[config.mk]
export PLATFORM = sky130hd
export DESIGN_NAME = edf_task_selector
export DESIGN_NICKNAME = d
export VERILOG_FILES = /design/src/hw/rtl/edf_pkg.sv /design/src/hw/rtl/edf_ctrl.sv /design/src/hw/rtl/edf_datapath.sv /design/src/hw/rtl/edf_task_selector.sv
export SDC_FILE = /design/constraint.sdc
export NUM_CORES = 2
export LEC_CHECK = 0
export ABC_AREA = 1
export BUFFER_PORTS_ARGS = -buffer_cell sky130_fd_sc_hd__clkbuf_2
export CORE_ASPECT_RATIO = 1.2
export CORE_UTILIZATION = 40
export DETAILED_ROUTE_END_ITERATION = 8
export GPL_TIMING_DRIVEN = 0
export PLACE_DENSITY = 0.59
export SETUP_SLACK_MARGIN = 0.4
export SYNTH_ARGS = -nofsm -noshare
export SYNTH_HDL_FRONTEND = slang
export SYNTH_SLANG_ARGS = --single-unit
[constraint.sdc]
create_clock -name clk -period 8.1 [get_ports clk]
set_input_delay 0.81 -clock clk [delete_from_list [all_inputs] [get_ports clk]]
set_output_delay 0.81 -clock clk [all_outputs]
set_load 0.1 [all_outputs]
[src/hw/rtl/edf_pkg.sv]
// edf_pkg: shared types, constants and codes for the EDF task selector.
// Used by edf_ctrl, edf_datapath and edf_task_selector; depends on nothing.
package edf_pkg;

    // Default sizing
    localparam int NUM_TASKS_DEF      = 8;
    localparam int TASK_TIME_BITS_DEF = 16;
    localparam int MAX_TASKS          = 8;
    localparam int SLOT_W             = 16;   // slot pitch inside a 64-bit register
    localparam int SLOTS_PER_REG      = 4;

    // Datapath widths
    localparam int TIME_W     = 32;
    localparam int DL_W       = 34;           // deadline / finish sums, no wrap
    localparam int NOW_MRG_W  = 33;           // now + margin
    localparam int IDLE_IN_W  = 32;
    localparam int IDLE_W     = 48;
    localparam int TASK_OUT_W = 3;

    // Configuration port
    localparam int CFG_INDEX_W = 3;
    localparam int CFG_DATA_W  = 64;
    localparam int MASK_W      = 8;
    localparam int MARGIN_W    = 16;

    localparam logic [MARGIN_W-1:0] SAFETY_MARGIN_RST = MARGIN_W'(1000);

    // Register indexes
    localparam logic [CFG_INDEX_W-1:0] REG_REL_LO    = 3'd0;
    localparam logic [CFG_INDEX_W-1:0] REG_REL_HI    = 3'd1;
    localparam logic [CFG_INDEX_W-1:0] REG_EXEC_LO   = 3'd2;
    localparam logic [CFG_INDEX_W-1:0] REG_EXEC_HI   = 3'd3;
    localparam logic [CFG_INDEX_W-1:0] REG_HF_MASK   = 3'd4;
    localparam logic [CFG_INDEX_W-1:0] REG_MARGIN    = 3'd5;

    // Input word
    typedef struct packed {
        logic [TIME_W-1:0]    now_time;
        logic [MASK_W-1:0]    alive_mask;
        logic [IDLE_IN_W-1:0] idle_time;
    } edf_in_t;

    // Result word
    typedef struct packed {
        logic [TASK_OUT_W-1:0] chosen_task;
        logic                  freq_high;
        logic [IDLE_W-1:0]     idle_total;
    } edf_out_t;

    // Controller states
    typedef enum logic [1:0] {
        ST_IDLE,
        ST_SCAN,
        ST_DONE
    } edf_state_t;

    // Controller to datapath
    typedef struct packed {
        logic start;    // latch input word, clear scan state
        logic step;     // process the task under the scan counter
        logic finish;   // fold idle time, load result register
    } edf_cmd_t;

    // Datapath to controller
    typedef struct packed {
        logic last;     // scan counter at the last task
        logic urgent;   // current task misses its deadline margin
        logic out_busy; // result register full and stalled
    } edf_stat_t;

endpackage

[src/hw/rtl/edf_ctrl.sv]
// edf_ctrl: sequencing state machine for the EDF task selector.
// Depends on edf_pkg for state, command and status types.
module edf_ctrl (
    input  logic                 clk,
    input  logic                 rst_n,
    input  logic                 in_valid,
    output logic                 in_stall,
    output edf_pkg::edf_cmd_t    cmd,
    input  edf_pkg::edf_stat_t   stat
);

    edf_pkg::edf_state_t state_reg;
    edf_pkg::edf_state_t state_next;

    // State register
    always_ff @(posedge clk or negedge rst_n)
    begin
        if (!rst_n)
        begin
            state_reg <= edf_pkg::ST_IDLE;
        end
        else
        begin
            state_reg <= state_next;
        end
    end

    // Next state
    always_comb
    begin
        state_next = state_reg;
        unique case (state_reg)
            edf_pkg::ST_IDLE:
            begin
                if (in_valid)
                begin
                    state_next = edf_pkg::ST_SCAN;
                end
            end
            edf_pkg::ST_SCAN:
            begin
                if (stat.urgent || stat.last)
                begin
                    state_next = edf_pkg::ST_DONE;
                end
            end
            edf_pkg::ST_DONE:
            begin
                if (!stat.out_busy)
                begin
                    state_next = edf_pkg::ST_IDLE;
                end
            end
            default:
            begin
                state_next = edf_pkg::ST_IDLE;
            end
        endcase
    end

    // Outputs
    always_comb
    begin
        cmd      = '0;
        in_stall = 1'b1;
        unique case (state_reg)
            edf_pkg::ST_IDLE:
            begin
                in_stall  = 1'b0;
                cmd.start = in_valid;
            end
            edf_pkg::ST_SCAN:
            begin
                cmd.step = 1'b1;
            end
            edf_pkg::ST_DONE:
            begin
                cmd.finish = !stat.out_busy;
            end
            default:
            begin
                cmd = '0;
            end
        endcase
    end

endmodule

[src/hw/rtl/edf_datapath.sv]
// edf_datapath: per-task deadline state, scan registers, idle sum and result register.
// Depends on edf_pkg; driven by commands from edf_ctrl.
module edf_datapath #(
    parameter int NUM_TASKS      = edf_pkg::NUM_TASKS_DEF,
    parameter int TASK_TIME_BITS = edf_pkg::TASK_TIME_BITS_DEF
) (
    input  logic                                       clk,
    input  logic                                       rst_n,
    input  edf_pkg::edf_in_t                           in_word,
    input  edf_pkg::edf_cmd_t                          cmd,
    output edf_pkg::edf_stat_t                         stat,
    input  logic [NUM_TASKS-1:0][TASK_TIME_BITS-1:0]   rel_slot,
    input  logic [NUM_TASKS-1:0][TASK_TIME_BITS-1:0]   exec_slot,
    input  logic [NUM_TASKS-1:0]                       hf_mask,
    input  logic [edf_pkg::MARGIN_W-1:0]               margin,
    output logic                                       out_valid,
    input  logic                                       out_stall,
    output edf_pkg::edf_out_t                          out_word
);

    localparam int IDX_W = $clog2(NUM_TASKS);

    // Item registers
    logic [edf_pkg::TIME_W-1:0]    now_reg;
    logic [edf_pkg::NOW_MRG_W-1:0] now_mrg_reg;
    logic [NUM_TASKS-1:0]          alive_reg;
    logic [edf_pkg::IDLE_IN_W-1:0] idle_in_reg;

    // Scan registers
    logic [IDX_W-1:0]              cnt_reg;
    logic                          found_reg;
    logic [edf_pkg::DL_W-1:0]      closest_reg;
    logic [IDX_W-1:0]              chosen_reg;
    logic                          freq_reg;

    // Per-task state
    logic [edf_pkg::DL_W-1:0]      dl_reg [NUM_TASKS];
    logic [NUM_TASKS-1:0]          was_alive_reg;
    logic [edf_pkg::IDLE_W-1:0]    idle_sum_reg;

    // Result register
    logic                          out_valid_reg;
    edf_pkg::edf_out_t             out_word_reg;

    // Current task evaluation
    logic                          cur_alive;
    logic [edf_pkg::DL_W-1:0]      dl_eff;
    logic [edf_pkg::DL_W-1:0]      finish_time;
    logic                          urgent;
    logic                          better;
    logic [edf_pkg::IDLE_W:0]      idle_wide;
    logic [edf_pkg::IDLE_W-1:0]    idle_next;

    always_comb
    begin
        cur_alive   = alive_reg[cnt_reg];
        dl_eff      = was_alive_reg[cnt_reg] ? dl_reg[cnt_reg]
                    : edf_pkg::DL_W'(now_reg) + edf_pkg::DL_W'(rel_slot[cnt_reg]);
        finish_time = edf_pkg::DL_W'(now_mrg_reg) + edf_pkg::DL_W'(exec_slot[cnt_reg]);
        urgent      = cur_alive && (finish_time >= dl_eff);
        better      = cur_alive && (!found_reg || (dl_eff < closest_reg));
    end

    // Saturating idle accumulation
    always_comb
    begin
        idle_wide = {1'b0, idle_sum_reg} + (edf_pkg::IDLE_W + 1)'(idle_in_reg);
        idle_next = idle_wide[edf_pkg::IDLE_W] ? '1 : idle_wide[edf_pkg::IDLE_W-1:0];
    end

    always_comb
    begin
        stat.last     = (cnt_reg == IDX_W'(NUM_TASKS - 1));
        stat.urgent   = urgent;
        stat.out_busy = out_valid_reg && out_stall;
    end

    // Input latch (payload, no reset)
    always_ff @(posedge clk)
    begin
        if (cmd.start)
        begin
            now_reg     <= in_word.now_time;
            now_mrg_reg <= edf_pkg::NOW_MRG_W'(in_word.now_time)
                         + edf_pkg::NOW_MRG_W'(margin);
            alive_reg   <= in_word.alive_mask[NUM_TASKS-1:0];
            idle_in_reg <= in_word.idle_time;
        end
    end

    // Scan state
    always_ff @(posedge clk or negedge rst_n)
    begin
        if (!rst_n)
        begin
            cnt_reg     <= '0;
            found_reg   <= 1'b0;
            closest_reg <= '0;
            chosen_reg  <= '0;
            freq_reg    <= 1'b0;
        end
        else if (cmd.start)
        begin
            cnt_reg    <= '0;
            found_reg  <= 1'b0;
            chosen_reg <= '0;
            freq_reg   <= 1'b0;
        end
        else if (cmd.step)
        begin
            cnt_reg <= cnt_reg + IDX_W'(1);
            if (urgent)
            begin
                chosen_reg <= cnt_reg;
                freq_reg   <= 1'b1;
            end
            else if (better)
            begin
                found_reg   <= 1'b1;
                closest_reg <= dl_eff;
                chosen_reg  <= cnt_reg;
                freq_reg    <= hf_mask[cnt_reg];
            end
        end
    end

    // Per-task deadline and alive marks
    always_ff @(posedge clk or negedge rst_n)
    begin
        if (!rst_n)
        begin
            for (int i = 0; i < NUM_TASKS; i++)
            begin
                dl_reg[i] <= '1;
            end
            was_alive_reg <= '0;
        end
        else if (cmd.step)
        begin
            if (cur_alive)
            begin
                dl_reg[cnt_reg] <= dl_eff;
            end
            was_alive_reg[cnt_reg] <= cur_alive;
        end
    end

    // Idle sum and result register
    always_ff @(posedge clk or negedge rst_n)
    begin
        if (!rst_n)
        begin
            idle_sum_reg  <= '0;
            out_valid_reg <= 1'b0;
        end
        else if (cmd.finish)
        begin
            idle_sum_reg  <= idle_next;
            out_valid_reg <= 1'b1;
        end
        else if (!out_stall)
        begin
            out_valid_reg <= 1'b0;
        end
    end

    always_ff @(posedge clk)
    begin
        if (cmd.finish)
        begin
            out_word_reg.chosen_task <= edf_pkg::TASK_OUT_W'(chosen_reg);
            out_word_reg.freq_high   <= freq_reg;
            out_word_reg.idle_total  <= idle_next;
        end
    end

    assign out_valid = out_valid_reg;
    assign out_word  = out_word_reg;

    // A result is never loaded over a word that is still stalled
    a_no_overwrite: assert property (@(posedge clk) disable iff (!rst_n)
        cmd.finish |-> !(out_valid_reg && out_stall))
        else $error("result loaded over a stalled word");

    // Loading the result register raises valid next cycle
    a_finish_valid: assert property (@(posedge clk) disable iff (!rst_n)
        cmd.finish |=> out_valid_reg)
        else $error("result valid missing after finish");

    // An urgent task is chosen at high frequency
    a_urgent_pick: assert property (@(posedge clk) disable iff (!rst_n)
        (cmd.step && urgent) |=> (freq_reg && (chosen_reg == $past(cnt_reg))))
        else $error("urgent task not selected at high frequency");

    // Commands are mutually exclusive
    a_cmd_excl: assert property (@(posedge clk) disable iff (!rst_n)
        $onehot0({cmd.start, cmd.step, cmd.finish}))
        else $error("overlapping datapath commands");

endmodule

[src/hw/rtl/edf_task_selector.sv]
// Energy-aware EDF task selector: one decision word per input word, scanning the
// task table one entry per cycle. An accepted word is latched, then the tasks are
// scanned up to NUM_TASKS (the scan stops early at the first urgent task), then
// the result register is loaded. The per-task scan through the shared compare
// unit sets how long a decision takes. A finished result waits in its own output
// register, so the next input word is taken while it is still stalled; the block
// only holds its result if the previous word has not yet been taken.
// Configuration registers are written through a plain indexed write port and
// must only change while idle.
// Depends on edf_pkg, edf_ctrl and edf_datapath.
module edf_task_selector #(
    parameter int NUM_TASKS      = edf_pkg::NUM_TASKS_DEF,
    parameter int TASK_TIME_BITS = edf_pkg::TASK_TIME_BITS_DEF
) (
    input  logic                                clk,
    input  logic                                rst_n,
    // input channel
    input  logic                                in_valid,
    output logic                                in_stall,
    input  edf_pkg::edf_in_t                    in_word,
    // output channel
    output logic                                out_valid,
    input  logic                                out_stall,
    output edf_pkg::edf_out_t                   out_word,
    // configuration write port
    input  logic                                cfg_we,
    input  logic [edf_pkg::CFG_INDEX_W-1:0]     cfg_index,
    input  logic [edf_pkg::CFG_DATA_W-1:0]      cfg_data
);

    // Configuration registers
    logic [edf_pkg::CFG_DATA_W-1:0] rel_lo_reg;
    logic [edf_pkg::CFG_DATA_W-1:0] rel_hi_reg;
    logic [edf_pkg::CFG_DATA_W-1:0] exec_lo_reg;
    logic [edf_pkg::CFG_DATA_W-1:0] exec_hi_reg;
    logic [edf_pkg::MASK_W-1:0]     hf_mask_reg;
    logic [edf_pkg::MARGIN_W-1:0]   margin_reg;

    logic [NUM_TASKS-1:0][TASK_TIME_BITS-1:0] rel_slot;
    logic [NUM_TASKS-1:0][TASK_TIME_BITS-1:0] exec_slot;

    edf_pkg::edf_cmd_t  cmd;
    edf_pkg::edf_stat_t stat;

    // Register write decode
    always_ff @(posedge clk or negedge rst_n)
    begin
        if (!rst_n)
        begin
            rel_lo_reg  <= '0;
            rel_hi_reg  <= '0;
            exec_lo_reg <= '0;
            exec_hi_reg <= '0;
            hf_mask_reg <= '0;
            margin_reg  <= edf_pkg::SAFETY_MARGIN_RST;
        end
        else if (cfg_we)
        begin
            unique case (cfg_index)
                edf_pkg::REG_REL_LO:  rel_lo_reg  <= cfg_data;
                edf_pkg::REG_REL_HI:  rel_hi_reg  <= cfg_data;
                edf_pkg::REG_EXEC_LO: exec_lo_reg <= cfg_data;
                edf_pkg::REG_EXEC_HI: exec_hi_reg <= cfg_data;
                edf_pkg::REG_HF_MASK: hf_mask_reg <= cfg_data[edf_pkg::MASK_W-1:0];
                edf_pkg::REG_MARGIN:  margin_reg  <= cfg_data[edf_pkg::MARGIN_W-1:0];
                default: ;
            endcase
        end
    end

    // Per-task slots, low TASK_TIME_BITS of each 16-bit field
    for (genvar t = 0; t < NUM_TASKS; t++)
    begin : g_slot
        localparam int LSB = (t % edf_pkg::SLOTS_PER_REG) * edf_pkg::SLOT_W;
        if (t < edf_pkg::SLOTS_PER_REG)
        begin : g_lo
            assign rel_slot[t]  = rel_lo_reg[LSB +: TASK_TIME_BITS];
            assign exec_slot[t] = exec_lo_reg[LSB +: TASK_TIME_BITS];
        end
        else
        begin : g_hi
            assign rel_slot[t]  = rel_hi_reg[LSB +: TASK_TIME_BITS];
            assign exec_slot[t] = exec_hi_reg[LSB +: TASK_TIME_BITS];
        end
    end

    edf_ctrl u_ctrl (
        .clk      (clk),
        .rst_n    (rst_n),
        .in_valid (in_valid),
        .in_stall (in_stall),
        .cmd      (cmd),
        .stat     (stat)
    );

    edf_datapath #(
        .NUM_TASKS      (NUM_TASKS),
        .TASK_TIME_BITS (TASK_TIME_BITS)
    ) u_datapath (
        .clk       (clk),
        .rst_n     (rst_n),
        .in_word   (in_word),
        .cmd       (cmd),
        .stat      (stat),
        .rel_slot  (rel_slot),
        .exec_slot (exec_slot),
        .hf_mask   (hf_mask_reg[NUM_TASKS-1:0]),
        .margin    (margin_reg),
        .out_valid (out_valid),
        .out_stall (out_stall),
        .out_word  (out_word)
    );

endmodule
# Word-level counts from Yosys, hierarchy flattened

Cells that the tools add are included.
Widths: inputs -> output; s select.

Reduce and logical (&&, ||, !) cells: 25
Muxes and demuxes: 45
Add/sub/neg operators: 5
Eq/ne operators: 13
Bitwise operators: 3
Magnitude comparators: 6

Operator list:

| kind               | number |
|---|---|
| $bwmux 272         | 1 |
| $mux 34            | 4 |
| $bmux 34 s3        | 1 |
| $demux 34 s3       | 1 |
| $bmux 16 s3        | 2 |
| $add 32x16->33     | 2 |
| $add 48x32->49     | 1 |
| $mux 48            | 1 |
| $add 33x16->34     | 1 |
| $ge 34x34->1       | 1 |
| $lt 34x34->1       | 1 |
| $mux 16            | 2 |
| $mux 1             | 18 |
| $mux 3             | 6 |
| $reduce_and 2->1   | 8 |
| $bmux 1 s3         | 3 |
| $eq 3x3->1 const B | 3 |
| $bwmux 8           | 1 |
| $eq 3x2->1 const B | 2 |
| $mux 2             | 3 |
| $ne 2x2->1 const B | 3 |
| $pmux 2 s3         | 1 |
| $reduce_and 3->1   | 2 |
| $logic_and 1x1->1  | 5 |
| other kinds (19)   | 24 |

Bits in registers: 810
Bits of input ports: 144
Logic and storage cells: 127
Output and inout bits: 54

# Depth between registers and ports, before layout

Depth after elaboration: 12
Depth in mapped cells: 47
Depth with buffers taken out: 44

# Hierarchy

From an unflattened synthesis, not the netlist that was laid out.

Cells, all modules: 4860
Area, all modules: 41155.7 µm²

By module, submodules not included:

| module            | cells an instance | times used | area an instance (µm²) | sequential area each (µm²) |
|---|---|---|---|---|
| edf_datapath      | 3624              | 1          | 29956.2                | 14338.8 |
| edf_task_selector | 1217              | 1          | 11065.6                | 7014.2 |
| edf_ctrl          | 19                | 1          | 133.9                  | 50.0 |

# Worst setup path before layout

Ideal clock, no wire load.

Path kind: register to register
Start point: register u_ctrl.state_reg[1]
End point: register u_datapath.chosen_reg[0]
Required time: 7983 ps
Data arrival time: 6387 ps
Clock period less this slack: 6504 ps
Stages on the path, launching flop included: 9
Path buffers: 0
Library setup time: 117 ps
Slack: 1596 ps
Cells stage by stage: dfrtp_1 -> nor2_1 -> inv_1 -> nor2_1 -> inv_1 -> nand2_1 -> nand2_1 -> nand2_1 -> nand2_1

RTL lines:

| element                | RTL line            | RTL |
|---|---|---|
| start, declared        | edf_ctrl.sv:12      | `edf_pkg::edf_state_t state_reg;` |
| start signal, assigned | edf_ctrl.sv:20      | `state_reg <= edf_pkg::ST_IDLE;` |
| start signal, assigned | edf_ctrl.sv:24      | `state_reg <= state_next;` |
| end signal, assigned   | edf_datapath.sv:114 | `chosen_reg <= cnt_reg;` |
| end signal, assigned   | edf_datapath.sv:121 | `chosen_reg <= cnt_reg;` |
| end, declared          | edf_datapath.sv:33  | `logic [IDX_W-1:0] chosen_reg;` |

# Worst setup path in the final report

Start point: register u_datapath.cnt_reg[0]
End point: register u_datapath.closest_reg[24] (netlist bit)

Word-level cells in the longest chain between the ends: 9
Elaborated cells between the ends (all ways): 22
Classes of those cells: add/sub (2); order compare (2); mux (12); bitwise (2); reduce/logical (4)

Ends and longest elaborated chain:

| element                                                      | RTL line                               | RTL |
|---|---|---|
| start, declared                                              | edf_datapath.sv:30                     | `logic [IDX_W-1:0] cnt_reg;` |
| start signal, assigned                                       | edf_datapath.sv:111                    | `cnt_reg <= cnt_reg + IDX_W'(1);` |
| branches (longest 4 deep; another with $add 32x16->33)       | n/a                                    |  |
| $mux 34 (*)                                                  | edf_datapath.sv:57                     | `dl_eff = was_alive_reg[cnt_reg] ? dl_reg[cnt_reg]` |
| named net u_datapath.dl_eff (one bit)                        | edf_datapath.sv:47                     | `logic [edf_pkg::DL_W-1:0] dl_eff;` |
| $lt 34x34->1 / $ge 34x34->1 (equally long branches)          | edf_datapath.sv:61, edf_datapath.sv:60 |  |
| $logic_or 1x1->1 / $logic_and 1x1->1 (equally long branches) | edf_datapath.sv:61, edf_datapath.sv:60 |  |
| $logic_and 1x1->1 / $not 1->1 (equally long branches)        | n/a                                    |  |
| $reduce_and 4->1 (no line) (*)                               | n/a                                    |  |
| end signal, assigned                                         | edf_datapath.sv:120                    | `closest_reg <= dl_eff;` |
| end, declared                                                | edf_datapath.sv:32                     | `logic [edf_pkg::DL_W-1:0] closest_reg;` |

Mark *: on every way through the listed nets, which the timed path passes. The select of a mux whose other input is x is not followed.
A chain may end at the register's enable or synchronous reset.

==> metrics <==
count of boundary I/O pins=198; Post-synth ARST share=80.6%; die outline height=347 um; Max transition margin=15.0%; number of endpoints with negative hold slack in the final report=0; count of unique library cells instantiated by Yosys=69; Worst Reg2Reg Path Length in Cells=39; average footprint of a synthesized cell=9.06 um2; RSZ-0062 raised after global routing=no; die boundary width=289 um; full die area=100000 um2; element type at the critical path start=register; number of hold buffers added after cts=0; cell area after layout=45800 um2; ys flop type=sky130_fd_sc_hd__dfrtp_1; drt initial violations=2898; pin count of the biggest net entering global routing=107; max-capacitance violation count=0; Netlist Area Pre-Place=39600 um2; effective utilization at floorplan=40.3%; class of the most critical hold timing path=in -> async; leakage power=20.2 nW; cell at the slowest stage of the critical path=sky130_fd_sc_hd__clkbuf_1; most area-consuming cells after synthesis=sky130_fd_sc_hd__dfrtp_1 (24%), sky130_fd_sc_hd__dfstp_2 (18%), sky130_fd_sc_hd__edfxtp_1 (12%); period utilisation layout=91.5%; number of standard cells after synthesis=4375; net total in the final layout=4974; Placed Instance Area=42500 um2; Max Fanout on Critical Path=10; net count of the mapped netlist=4670; TritonCTS clock tree=done; total vias in the final route=33800; Total Routing Usage GR=29.6%; antenna violations before repair=7; global route overflow=0; routed length per instance=24.5 um; Rows=126; Clock Tree Buf Depth=3; RePlAce Congestion=0.960; dominant cell type by count on the critical path=sky130_fd_sc_hd__nand2_1; number of buffers created by CTS=88; Residual DRC=0; cell type with the largest total area after synthesis=sky130_fd_sc_hd__dfrtp_1; clock network latency to the later pin of the worst-skew pair=710 ps; commonest non-fill, non-tap cells in the layout=sky130_fd_sc_hd__nand2_1 (1158), sky130_fd_sc_hd__o21ai_0 (618), sky130_fd_sc_hd__inv_1 (403); Largest register FFs=272; worst reg2reg startpoint=u_datapath.cnt_reg[0]; Slew @ Worst Pin=1260 ps; cell chosen for the clock root=sky130_fd_sc_hd__clkbuf_16; commonest non-fill, non-tap cell in the layout=sky130_fd_sc_hd__nand2_1; number of storage elements in the synthesis netlist=810; count of TritonRoute iterations in the first routing pass=6; number of warnings issued by yosys=0; number of port buffers=197; synthesis-to-finish area growth=15.7%; mean number of vias per cell=5.59; CTS clk-pin slew, worst paths=60 ps; number of synthesized flops with an enable pin=157; H-tree levels=3; sequential fraction of the synthesis area=54.0%; Worst Setup Slack post-DPL=-1630 ps; achievable frequency=135 MHz; core area=98200 um2; CP Launch Point=u_datapath.cnt_reg[0]; number of pins with negative max-slew slack in the final report=0; Reg-to-Reg End=u_datapath.closest_reg[24]; reg-to-reg slack, setup=690 ps; area share of the largest cell type after synthesis=23.7%; pwr/cell area=441 nW/um2; skew final=56.6 ps; Setup crit end kind=register; wirelength, routed=148000 um; arrival time at the worst endpoint=7940 ps; startpoint-to-endpoint class of the critical path=reg -> reg; fraction of layout instances using a drive strength above 1=17.8%; HPWL after detailed placement=110000 um; number of nets still failing antenna checks after routing=0; vias in the first global route=33000; status=finished, final reports clean; global-route wire length before repair=217000 um; min Tclk post-route=7410 ps; sink count of the clock tree=810; Max stage delay on crit path=610 ps; required time at the worst-slack endpoint=8630 ps; slack of the critical path=689 ps; Setup violations, final=0; largest voltage drop on the vdd net=0.220 mV
## repair_timing
item                       CTS  global route
cloned                       0             0
pin swaps                    9            16
setup buffers                3             7
gates resized for setup     71            63
setup endpoints to repair   41            41
## power by group
group / switching (mW) / total (mW) / leakage (nW) / internal (mW)
combinational: 6.83 / 9.65 / 9.74 / 2.82
sequential: 0.683 / 6.46 / 9.08 / 5.77
clock: 1.81 / 4.12 / 1.42 / 2.31
## cell type report
class / instances / area [um2]
Fill cell: 9573 / 52400
Sequential cell: 810 / 21400
Multi-Input combinational cell: 2934 / 16000
Clock buffer: 123 / 2470
Tap cell: 1280 / 1600
Inverter: 418 / 1590
Timing Repair Buffer: 217 / 1320
Buffer: 210 / 1000
Clock inverter: 43 / 460
Antenna cell: 3 / 7.51
## worst max-delay path by stage
stage          slack, ps  depth (start not counted)                    endpoint
6_report             690                         39  u_datapath.closest_reg[24]
3_3_place_gp       -9850                          1             exec_lo_reg[18]
2_1_floorplan       1600                          8    u_datapath.chosen_reg[0]
3_5_place_dp       -1630                         42  u_datapath.closest_reg[16]
5_1_grt              410                         42  u_datapath.closest_reg[13]
4_1_cts              410                         43  u_datapath.closest_reg[20]
## critical path: cells and delay by family (launching register included)
family / cells / cell delay [ps]
buffers and inverters: 11 / 2440
and+or+nand+nor: 17 / 2100
AOI/OAI and AO/OA: 9 / 1550
adders and majority gates: 2 / 780
DFF: 1 / 390
## Yosys cell counts, types with 5 or more instances
master	number
sky130_fd_sc_hd__nand3_1	106
sky130_fd_sc_hd__a221oi_1	60
sky130_fd_sc_hd__edfxtp_1	157
sky130_fd_sc_hd__o21a_1	9
sky130_fd_sc_hd__nand2_1	1165
sky130_fd_sc_hd__a211oi_1	8
sky130_fd_sc_hd__buf_6	5
sky130_fd_sc_hd__o21ai_1	33
sky130_fd_sc_hd__nor2_1	139
sky130_fd_sc_hd__dfstp_2	278
sky130_fd_sc_hd__dfrtp_1	375
sky130_fd_sc_hd__o21ai_0	624
sky130_fd_sc_hd__a22o_1	49
sky130_fd_sc_hd__o22ai_1	24
sky130_fd_sc_hd__nand2_2	24
sky130_fd_sc_hd__nor4_1	10
sky130_fd_sc_hd__ha_1	147
sky130_fd_sc_hd__a31oi_1	30
sky130_fd_sc_hd__nor3_1	29
sky130_fd_sc_hd__xor2_1	64
sky130_fd_sc_hd__xnor2_1	31
sky130_fd_sc_hd__a22oi_1	54
sky130_fd_sc_hd__buf_1	20
sky130_fd_sc_hd__clkbuf_1	148
sky130_fd_sc_hd__a21oi_1	142
sky130_fd_sc_hd__nand4_1	62
sky130_fd_sc_hd__inv_1	404
sky130_fd_sc_hd__nor2_2	7
sky130_fd_sc_hd__buf_2	37
sky130_fd_sc_hd__o21bai_1	7
sky130_fd_sc_hd__nand3b_1	6
sky130_fd_sc_hd__a21boi_0	6
sky130_fd_sc_hd__o21ai_2	20
sky130_fd_sc_hd__inv_2	6
sky130_fd_sc_hd__or2_2	18
## routing by layer
| layer | vias up | track usage [%] | part of all wire, % |
|---|---|---|---|
| li1 | 15400 | - | - |
| met1 | 16500 | 35.5 | 38 |
| met2 | 1354 | 47.5 | 46 |
| met3 | 459 | 4.49 | 6.4 |
| met4 | 6 | 22.7 | 9.0 |
| met5 | - | 0 | 0.024 |
## through the flow
stage	hold slack [ps]	std cells	util (%)	power, mW	setup TNS, ps
4_1_cts	249	6028	46.4	20.0	0
3_5_place_dp	442	5862	43.3	15.8	-61980
6_report	228	6038	46.7	20.2	0
5_1_grt	270	6036	46.7	21.4	0
3_3_place_gp	439	5852	43.0	15.7	-5047000
2_1_floorplan	425	4375	-	12.3	0
## logic make-up (layout without fill, tap and decap cells)
| group | after synthesis | count (layout) | synth area share, % |
|---|---|---|---|
| AO/OA/AOI/OAI | 1098 | 1098 | 16.1 |
| flip-flops | 810 | 810 | 54.0 |
| adder cells (fa/ha/maj) | 151 | 151 | 4.84 |
| buffers and inverters | 631 | 1011 | 6.24 |
| AND/OR/NAND/NOR | 1590 | 1590 | 16.7 |
| XOR/XNOR | 95 | 95 | 2.10 |
| other | 0 | 3 | 0 |
Note: power is estimated with default switching activity, not from simulation.
